File: config.mk
export PLATFORM = sky130hd
export DESIGN_NAME = interquartile_range_engine
export DESIGN_NICKNAME = d
export VERILOG_FILES = /design/src/rtl/core/iqr_pkg.sv /design/src/rtl/core/iqr_ram.sv /design/src/rtl/core/iqr_quart.sv /design/src/rtl/core/interquartile_range_engine.sv
export SDC_FILE = /design/constraint.sdc
export NUM_CORES = 2
export LEC_CHECK = 0
export ABC_CLOCK_PERIOD_IN_PS = 36300
export BUFFER_PORTS_ARGS = -buffer_cell sky130_fd_sc_hd__buf_2
export CAP_MARGIN = 20
export CORE_MARGIN = 2
export CORE_UTILIZATION = 40
export CTS_BUF_LIST = sky130_fd_sc_hd__clkbuf_4 sky130_fd_sc_hd__clkbuf_8 sky130_fd_sc_hd__clkbuf_16
export CTS_CLUSTER_DIAMETER = 60
export DETAILED_ROUTE_END_ITERATION = 10
export PLACE_DENSITY = 0.53
export SYNTH_ARGS = -nofsm -noshare
export SYNTH_HDL_FRONTEND = slang
export SYNTH_MEMORY_MAX_BITS = 65536
export SYNTH_SLANG_ARGS = --single-unit
File: constraint.sdc
create_clock -name i_clk -period 36.3 [get_ports i_clk]
set_input_delay 5.445 -clock i_clk [delete_from_list [all_inputs] [get_ports i_clk]]
set_output_delay 5.445 -clock i_clk [all_outputs]
set_load 0.01 [all_outputs]
File: src/rtl/core/iqr_pkg.sv
// Shared constants and handshake structs for the interquartile range engine.
// No dependencies; imported by iqr_quart and interquartile_range_engine.
`timescale 1ns / 1ps
`default_nettype none

package iqr_pkg;

    localparam int MAX_SAMPLES = 256;
    localparam int SAMPLE_BITS = 16;
    localparam int ADDR_W      = $clog2(MAX_SAMPLES);
    localparam int COUNT_W     = $clog2(MAX_SAMPLES + 1);
    localparam int IQR_W       = SAMPLE_BITS + 1;
    localparam int ACC_W       = SAMPLE_BITS + 2;

    // request from the sequencer to the quartile unit
    typedef struct packed {
        logic               start;
        logic [COUNT_W-1:0] count;
    } t_quart_req;

    // quartile unit read port and result
    typedef struct packed {
        logic              rd_en;
        logic [ADDR_W-1:0] raddr;
        logic              done;
        logic [IQR_W-1:0]  iqr;
    } t_quart_rsp;

endpackage

`default_nettype wire

File: src/rtl/core/iqr_ram.sv
// Generic single-port-write, single-port-read RAM with registered read data.
// No dependencies.
`timescale 1ns / 1ps
`default_nettype none

module iqr_ram #(
    parameter int WIDTH = 16,
    parameter int DEPTH = 256
) (
    input  wire logic                     i_clk,
    input  wire logic                     i_we,
    input  wire logic [$clog2(DEPTH)-1:0] i_waddr,
    input  wire logic [WIDTH-1:0]         i_wdata,
    input  wire logic                     i_re,
    input  wire logic [$clog2(DEPTH)-1:0] i_raddr,
    output logic      [WIDTH-1:0]         o_rdata
);

    logic [WIDTH-1:0] r_mem [DEPTH];

    always_ff @(posedge i_clk) begin
        if (i_we) begin
            r_mem[i_waddr] <= i_wdata;
        end
        if (i_re) begin
            o_rdata <= r_mem[i_raddr];
        end
    end

endmodule

`default_nettype wire

File: src/rtl/core/iqr_quart.sv
// Quartile unit: picks hinge positions from the set size, reads four entries
// of the sorted store and accumulates 2*(Q3-Q1). Uses iqr_pkg.
`timescale 1ns / 1ps
`default_nettype none

module iqr_quart
    import iqr_pkg::*;
(
    input  wire logic                   i_clk,
    input  wire logic                   i_rst_n,
    input  wire t_quart_req             i_req,
    input  wire logic [SAMPLE_BITS-1:0] i_rdata,
    output t_quart_rsp                  o_rsp
);

    localparam int POS_W = COUNT_W + 1;

    logic              r_busy;
    logic [2:0]        r_step;
    logic              r_done;
    logic [ADDR_W-1:0] r_addr [4];
    logic signed [ACC_W-1:0] r_acc;

    logic [POS_W-1:0] n_ext;
    logic [POS_W-1:0] pos_a, pos_a2, pos_b, pos_b2;
    logic signed [ACC_W-1:0] rd_ext;

    // 1-based hinge positions; for the even-half case two neighbors each
    always_comb begin
        n_ext = POS_W'(i_req.count);
        unique case (i_req.count[1:0])
            2'd0:    pos_a = n_ext >> 2;
            2'd1:    pos_a = (n_ext + POS_W'(3)) >> 2;
            2'd2:    pos_a = (n_ext + POS_W'(2)) >> 2;
            default: pos_a = (n_ext + POS_W'(1)) >> 2;
        endcase
        if (i_req.count[1:0] == 2'd0) begin
            pos_b  = n_ext - pos_a;
            pos_a2 = pos_a + POS_W'(1);
            pos_b2 = pos_b + POS_W'(1);
        end else begin
            pos_b  = n_ext + POS_W'(1) - pos_a;
            pos_a2 = pos_a;
            pos_b2 = pos_b;
        end
    end

    assign rd_ext = ACC_W'($signed(i_rdata));

    always_ff @(posedge i_clk) begin
        if (!i_rst_n) begin
            r_busy <= 1'b0;
            r_step <= 3'd0;
            r_done <= 1'b0;
        end else begin
            r_done <= 1'b0;
            if (i_req.start) begin
                r_busy <= 1'b1;
                r_step <= 3'd0;
            end else if (r_busy) begin
                r_step <= r_step + 3'd1;
                if (r_step == 3'd4) begin
                    r_busy <= 1'b0;
                    r_done <= 1'b1;
                end
            end
        end
    end

    always_ff @(posedge i_clk) begin
        if (i_req.start) begin
            r_addr[0] <= ADDR_W'(pos_a - POS_W'(1));
            r_addr[1] <= ADDR_W'(pos_a2 - POS_W'(1));
            r_addr[2] <= ADDR_W'(pos_b - POS_W'(1));
            r_addr[3] <= ADDR_W'(pos_b2 - POS_W'(1));
        end
        // read data lags the address by one step
        if (r_busy) begin
            unique case (r_step)
                3'd1:    r_acc <= -rd_ext;
                3'd2:    r_acc <= r_acc - rd_ext;
                3'd3:    r_acc <= r_acc + rd_ext;
                3'd4:    r_acc <= r_acc + rd_ext;
                default: r_acc <= r_acc;
            endcase
        end
    end

    always_comb begin
        o_rsp.rd_en = r_busy && (r_step < 3'd4);
        o_rsp.raddr = r_addr[r_step[1:0]];
        o_rsp.done  = r_done;
        o_rsp.iqr   = r_acc[ACC_W-1] ? '0 : r_acc[IQR_W-1:0];
    end

endmodule

`default_nettype wire

File: src/rtl/core/interquartile_range_engine.sv
// Top level: insertion sequencer over the sorted store, quartile unit, result word.
// Uses iqr_pkg, iqr_ram and iqr_quart.
//
//   channel  | valid   | ready   | payload
//   ---------+---------+---------+--------------------------------------------
//   input    | i_valid | o_ready | i_sample, i_last
//   result   | o_valid | i_ready | o_iqr_doubled, o_sample_count, o_overflow
//
// A word is inserted by walking the store down from the fill point, one entry
// per cycle through the single read port, moving up to fill-count entries up;
// into an empty store it is written directly. A dropped word just sets the drop flag.
// A last word then runs the quartile start, the read steps, done and the result load.
// Reset clears the fill count and drop flag; store contents are not cleared.
// Input is taken while a result waits; only a second result stalls on i_ready.
`timescale 1ns / 1ps
`default_nettype none

module interquartile_range_engine
    import iqr_pkg::*;
(
    input  wire logic                          i_clk,
    input  wire logic                          i_rst_n,
    input  wire logic                          i_valid,
    output logic                               o_ready,
    input  wire logic signed [SAMPLE_BITS-1:0] i_sample,
    input  wire logic                          i_last,
    output logic                               o_valid,
    input  wire logic                          i_ready,
    output logic             [IQR_W-1:0]       o_iqr_doubled,
    output logic             [COUNT_W-1:0]     o_sample_count,
    output logic                               o_overflow
);

    typedef enum logic [5:0] {
        S_IDLE   = 6'b000001,
        S_RD     = 6'b000010,
        S_CMP    = 6'b000100,
        S_QSTART = 6'b001000,
        S_QWAIT  = 6'b010000,
        S_DONE   = 6'b100000
    } t_state;

    t_state r_state, n_state;
    logic [COUNT_W-1:0] r_pos, n_pos;
    logic [COUNT_W-1:0] r_fill, n_fill;
    logic r_drop, n_drop;
    logic signed [SAMPLE_BITS-1:0] r_x, n_x;
    logic r_last, n_last;
    logic r_out_valid;

    logic                   we, re, load;
    logic [ADDR_W-1:0]      waddr, raddr;
    logic [SAMPLE_BITS-1:0] wdata, rdata;
    logic [COUNT_W-1:0]     pos_m1, pos_m2;
    t_quart_req             qreq;
    t_quart_rsp             qrsp;

    iqr_ram #(
        .WIDTH(SAMPLE_BITS),
        .DEPTH(MAX_SAMPLES)
    ) u_store (
        .i_clk  (i_clk),
        .i_we   (we),
        .i_waddr(waddr),
        .i_wdata(wdata),
        .i_re   (re),
        .i_raddr(raddr),
        .o_rdata(rdata)
    );

    iqr_quart u_quart (
        .i_clk  (i_clk),
        .i_rst_n(i_rst_n),
        .i_req  (qreq),
        .i_rdata(rdata),
        .o_rsp  (qrsp)
    );

    assign pos_m1  = r_pos - COUNT_W'(1);
    assign pos_m2  = r_pos - COUNT_W'(2);
    assign o_ready = (r_state == S_IDLE);
    assign o_valid = r_out_valid;

    always_comb begin
        n_state    = r_state;
        n_pos      = r_pos;
        n_fill     = r_fill;
        n_drop     = r_drop;
        n_x        = r_x;
        n_last     = r_last;
        we         = 1'b0;
        waddr      = r_pos[ADDR_W-1:0];
        wdata      = r_x;
        re         = 1'b0;
        raddr      = pos_m1[ADDR_W-1:0];
        load       = 1'b0;
        qreq.start = 1'b0;
        qreq.count = r_fill;
        unique case (r_state)
            S_IDLE: begin
                if (i_valid) begin
                    n_x    = i_sample;
                    n_last = i_last;
                    if (r_fill == COUNT_W'(MAX_SAMPLES)) begin
                        n_drop  = 1'b1;
                        n_state = i_last ? S_QSTART : S_IDLE;
                    end else begin
                        n_pos   = r_fill;
                        n_state = S_RD;
                    end
                end
            end
            S_RD: begin
                if (r_pos == '0) begin
                    we      = 1'b1;
                    n_fill  = r_fill + COUNT_W'(1);
                    n_state = r_last ? S_QSTART : S_IDLE;
                end else begin
                    re      = 1'b1;
                    n_state = S_CMP;
                end
            end
            S_CMP: begin
                // rdata holds entry r_pos-1; move it up or drop the word in
                we = 1'b1;
                if ($signed(rdata) > r_x) begin
                    wdata = rdata;
                    n_pos = pos_m1;
                    if (pos_m1 != '0) begin
                        re    = 1'b1;
                        raddr = pos_m2[ADDR_W-1:0];
                    end else begin
                        n_state = S_RD;
                    end
                end else begin
                    n_fill  = r_fill + COUNT_W'(1);
                    n_state = r_last ? S_QSTART : S_IDLE;
                end
            end
            S_QSTART: begin
                qreq.start = 1'b1;
                n_state    = S_QWAIT;
            end
            S_QWAIT: begin
                re    = qrsp.rd_en;
                raddr = qrsp.raddr;
                if (qrsp.done) begin
                    n_state = S_DONE;
                end
            end
            S_DONE: begin
                if (!r_out_valid || i_ready) begin
                    load    = 1'b1;
                    n_fill  = '0;
                    n_drop  = 1'b0;
                    n_state = S_IDLE;
                end
            end
            default: n_state = S_IDLE;
        endcase
    end

    always_ff @(posedge i_clk) begin
        if (!i_rst_n) begin
            r_state     <= S_IDLE;
            r_fill      <= '0;
            r_drop      <= 1'b0;
            r_out_valid <= 1'b0;
        end else begin
            r_state <= n_state;
            r_fill  <= n_fill;
            r_drop  <= n_drop;
            if (load) begin
                r_out_valid <= 1'b1;
            end else if (i_ready) begin
                r_out_valid <= 1'b0;
            end
        end
    end

    always_ff @(posedge i_clk) begin
        r_pos  <= n_pos;
        r_x    <= n_x;
        r_last <= n_last;
        if (load) begin
            o_iqr_doubled  <= qrsp.iqr;
            o_sample_count <= r_fill;
            o_overflow     <= r_drop;
        end
    end

`ifndef SYNTHESIS
    a_fill_bound: assert property (@(posedge i_clk) disable iff (!i_rst_n)
        r_fill <= COUNT_W'(MAX_SAMPLES))
        else $error("fill count above capacity");

    a_no_write_in_quart: assert property (@(posedge i_clk) disable iff (!i_rst_n)
        qrsp.rd_en |-> !we)
        else $error("store written during quartile reads");

    a_done_in_wait: assert property (@(posedge i_clk) disable iff (!i_rst_n)
        qrsp.done |-> (r_state == S_QWAIT))
        else $error("quartile done outside wait state");

    a_cmp_pos: assert property (@(posedge i_clk) disable iff (!i_rst_n)
        (r_state == S_CMP) |-> (r_pos != '0))
        else $error("compare with empty lower neighbor");

    a_load_clears: assert property (@(posedge i_clk) disable iff (!i_rst_n)
        load |=> (r_fill == '0) && o_valid)
        else $error("result load did not clear the set");
`endif

endmodule

`default_nettype wire
==> flow_metrics.env <==
export IMPL_grt_pass1_wl_um=737000
export IMPL_grt_pass1_vias=95320
export IMPL_synth_edff_count=4215
export IMPL_clk_pin_slew_ns=0.06
export IMPL_cts_tree="built"
export IMPL_grt_use_total_pct=24.2
export IMPL_place_ws_ns=25.30
export IMPL_grt_overflow_total=0
export IMPL_finalSetupViolCount=0
export IMPL_ys_seq_area_share_pct=75.6
export IMPL_worstPathArrival_ns=11.93
export IMPL_netlist_area_um2=168000
export IMPL_maxCapViolations=0
export IMPL_relSlewSlack_pct=14.3
export IMPL_worst_pin_slew_ns=1.29
export IMPL_dieArea_um2=425000
export IMPL_ys_ff_latch=4239
export IMPL_globalplace_congestion=0.884
export IMPL_setup_tns_ns=0
export IMPL_rsz0062_at_grt="no"
export IMPL_syn_to_final_growth_pct=14.0
export IMPL_drc=0
export IMPL_fin_crit_ns=11.18
export IMPL_outcome="completed"
export IMPL_die_x_um=652
export IMPL_ir_drop_mv=0.0713
export IMPL_async_flop_share_pct=0
export IMPL_clk_latency_ns=1.02
export IMPL_io_pins=50
export IMPL_drtAntennaViolNets=0
export IMPL_max_freq_mhz=89.4
export IMPL_min_path_type="flop to flop"
export IMPL_root_buffer="clkbuf_16"
export IMPL_synth_main_ff_cell="edfxtp_1"
export IMPL_p_leak_nw=64.8
export IMPL_drt_iter0_markers=12831
export IMPL_post_route_period_util_pct=30.8
export IMPL_syn_instance_count=11010
export IMPL_critPathRequiredTime_ns=37.04
export IMPL_die_h_um=652
export IMPL_cellPowerDensity_nw_per_um2=77.5
export IMPL_num_fill_cells=36177
export IMPL_rr_startpoint="u_store.o_rdata[15]$_DFFE_PP_"
export IMPL_postCtsSetupBuffers=0
export IMPL_synthesis_nets=11108
export IMPL_worstReg2RegEnd="u_store.o_rdata[2]$_DFFE_PP_"
export IMPL_layout_drive_gt1_share_pct=12.2
export IMPL_cts_inserted_buffers=453
export IMPL_min_from="r_drop$_SDFFE_PN0P_"
export IMPL_holdPathStages=0
export IMPL_cts_resized=0
export IMPL_antenna_found_initial=35
export IMPL_hold_end="o_overflow$_DFFE_PP_"
export IMPL_crit_chain="ha_1, and4_1, nand2_1, a221oi_1, o21ai_1, a211oi_4, mux2i_4, buf_4, buf_4, buf_4, buf_4, buf_4, buf_4, buf_4, mux2i_1, o22ai_1, o21ai_0, nand4_1, nor4_1, nor2_1, a211o_1"
export IMPL_port_buffers=49
export IMPL_power_mw=14.8
export IMPL_routed_via_count=99735
export IMPL_fin_hold_ws_ns=0.435
export IMPL_syn_avg_cell_area_um2=15.3
export IMPL_max_stage_delay_ns=1.11
export IMPL_start_util_pct=40.2
export IMPL_cts_hold_fix_buffers=0
export IMPL_clock_path_buffers=4
export IMPL_dr_pass1_iters=6
export IMPL_end_kind="flop"
export IMPL_drt_wl_total_um=529000
export IMPL_viasPerCell=5.81
export IMPL_reg2reg_slack_ns=25.12
export IMPL_hold_viol_final=0
export IMPL_layout_nets=11394
export IMPL_coreArea_um2=418000
export IMPL_dpl_hpwl_um=314000
export IMPL_rows=237
export IMPL_synth_distinct_cells=75
export IMPL_cp_common_cell="buf_4"
export IMPL_crit_path_max_fanout=58
export IMPL_wire_per_inst_um=30.8
export IMPL_path_class="flop to flop"
export IMPL_critPathSlowestCell="nor4_1"
export IMPL_critPathLaunchType="flop"
export IMPL_layout_setup_ws_ns=25.12
export IMPL_yosysWarnings=0
export IMPL_numClockSinks=4239
export IMPL_r2r_cells=21
export IMPL_fin_skew_ns=0.0670
export IMPL_htreeDepth=5
export IMPL_grt_max_degree=182
export IMPL_slew_violations=0
==> layout by cell type, fill, tap and decap left out, types with 24 or more instances in the layout <==
cell type / n
edfxtp_1: 4215
bufinv_16: 28
nand3_1: 435
xnor2_1: 69
ha_1: 76
mux2i_1: 1100
nand2_1: 1670
nand4_1: 134
and3_1: 37
nor4_1: 51
a32oi_1: 135
buf_4: 430
nor2_1: 353
o22ai_1: 487
a22oi_1: 46
a221oi_1: 67
clkinv_2: 76
o21ai_0: 220
buf_2: 52
nor2b_1: 33
xor2_1: 44
inv_1: 56
clkinv_1: 93
clkbuf_16: 461
dfxtp_1: 24
o21ai_1: 85
a21oi_1: 491
clkbuf_4: 118
mux4_2: 63
nor3_1: 71
==> worst max-delay path by stage <==
| stage | start | to | slack [ns] | cells after the start |
|---|---|---|---|---|
| after floorplan | u_store.o_rdata[7]$_DFFE_PP_ | u_store.r_mem[0][0]$_DFFE_PP_ | 22.22 | 8 |
| after global placement | u_store.o_rdata[15]$_DFFE_PP_ | u_store.o_rdata[15]$_DFFE_PP_ | 25.31 | 21 |
| after detailed placement | u_store.o_rdata[15]$_DFFE_PP_ | u_store.o_rdata[11]$_DFFE_PP_ | 25.30 | 21 |
| after CTS | u_store.o_rdata[15]$_DFFE_PP_ | u_store.o_rdata[11]$_DFFE_PP_ | 25.28 | 21 |
| after global routing | u_store.o_rdata[15]$_DFFE_PP_ | u_store.o_rdata[14]$_DFFE_PP_ | 24.79 | 21 |
| final | u_store.o_rdata[15]$_DFFE_PP_ | u_store.o_rdata[2]$_DFFE_PP_ | 25.12 | 21 |
==> cell type report <==
type / count / area (µm²) / share of cell area, %
Clock inverter: 251 / 2200 / 1.15
Sequential cell: 4239 / 127000 / 66.3
Inverter: 56 / 210 / 0.110
Tap cell: 5497 / 6880 / 3.59
Clock buffer: 582 / 12500 / 6.50
Antenna cell: 6 / 15.0 / 0.00784
Timing Repair Buffer: 515 / 4100 / 2.14
Multi-Input combinational cell: 6031 / 38600 / 20.2
==> cell usage after synthesis (all sizes together), types with 33 or more instances <==
cell,instances,area share [%]
a21oi,491,1.5
a221oi,67,0.35
a22oi,46,0.21
a32oi,135,0.70
and3,37,0.14
buf,286,0.76
clkbuf,398,0.89
edfxtp,4215,75
ha,76,0.57
inv,56,0.13
mux2i,1102,6.6
mux4,63,0.84
nand2,1686,3.8
nand3,444,1.3
nand4,134,0.50
nor2,387,0.87
nor2b,33,0.12
nor3,74,0.22
nor4,53,0.20
o21ai,309,0.92
o22ai,487,1.8
xnor2,69,0.36
xor2,44,0.23
==> stage by stage <==
| stage | cells | util (%) | cell area, µm² |
|---|---|---|---|
| floorplan | 11010 | - | 168000 |
| global placement | 16309 | 42.3 | 176000 |
| detailed placement | 16332 | 42.3 | 177000 |
| CTS | 17165 | 45.8 | 191000 |
| global route | 17172 | 45.9 | 192000 |
| finish | 17177 | 45.9 | 192000 |
==> cells by family after synthesis <==
family                     count (synthesis)  share of synthesized area, %
adders and majority gates                 79                         0.590
and+or+nand+nor                         2908                          7.40
xor gates and xnor gates                 113                         0.589
muxes                                   1185                          7.54
AOI/OAI and AO/OA                       1746                          6.48
DFF                                     4239                          75.6
buffers and inverters                    740                          1.77
==> worst max-delay path, delay by kind of cell, from the launching register on <==
family / cells / cell delay [ns]
buf+inv: 7 / 4.92
compound gates: 6 / 2.16
flops: 1 / 0.51
fa+ha+maj: 1 / 0.42
mux: 2 / 0.64
simple gates: 5 / 2.06
==> per-layer routing <==
metal,part of all wire [%],global-route usage (%),up-vias
met3,7.1,3.20,876
met2,47,38.8,4251
li1,-,-,43060
met5,0.0055,0,-
met4,4.8,10.6,4
met1,41,33.1,51544
==> flip-flops by register name (all words and copies together) (netlist names), named ones only <==
| signal | cells |
|---|---|
| o_iqr_doubled | 17 |
| o_overflow | 1 |
| o_sample_count | 9 |
| o_valid | 1 |
| r_drop | 1 |
| r_fill | 9 |
| r_last | 1 |
| r_pos | 9 |
| r_state | 6 |
| r_x | 16 |
| u_quart.r_acc | 18 |
| u_quart.r_addr | 32 |
| u_quart.r_busy | 1 |
| u_quart.r_done | 1 |
| u_quart.r_step | 3 |
| u_store.o_rdata | 16 |
| u_store.r_mem | 4096 |
==> report_power, final <==
| part | internal, mW | switching, mW |
|---|---|---|
| sequential | 5.71 | 0.0215 |
| clock | 2.62 | 1.92 |
| combinational | 1.25 | 3.32 |
| total | 9.58 | 5.27 |
Power figures use the tool's default switching activity.
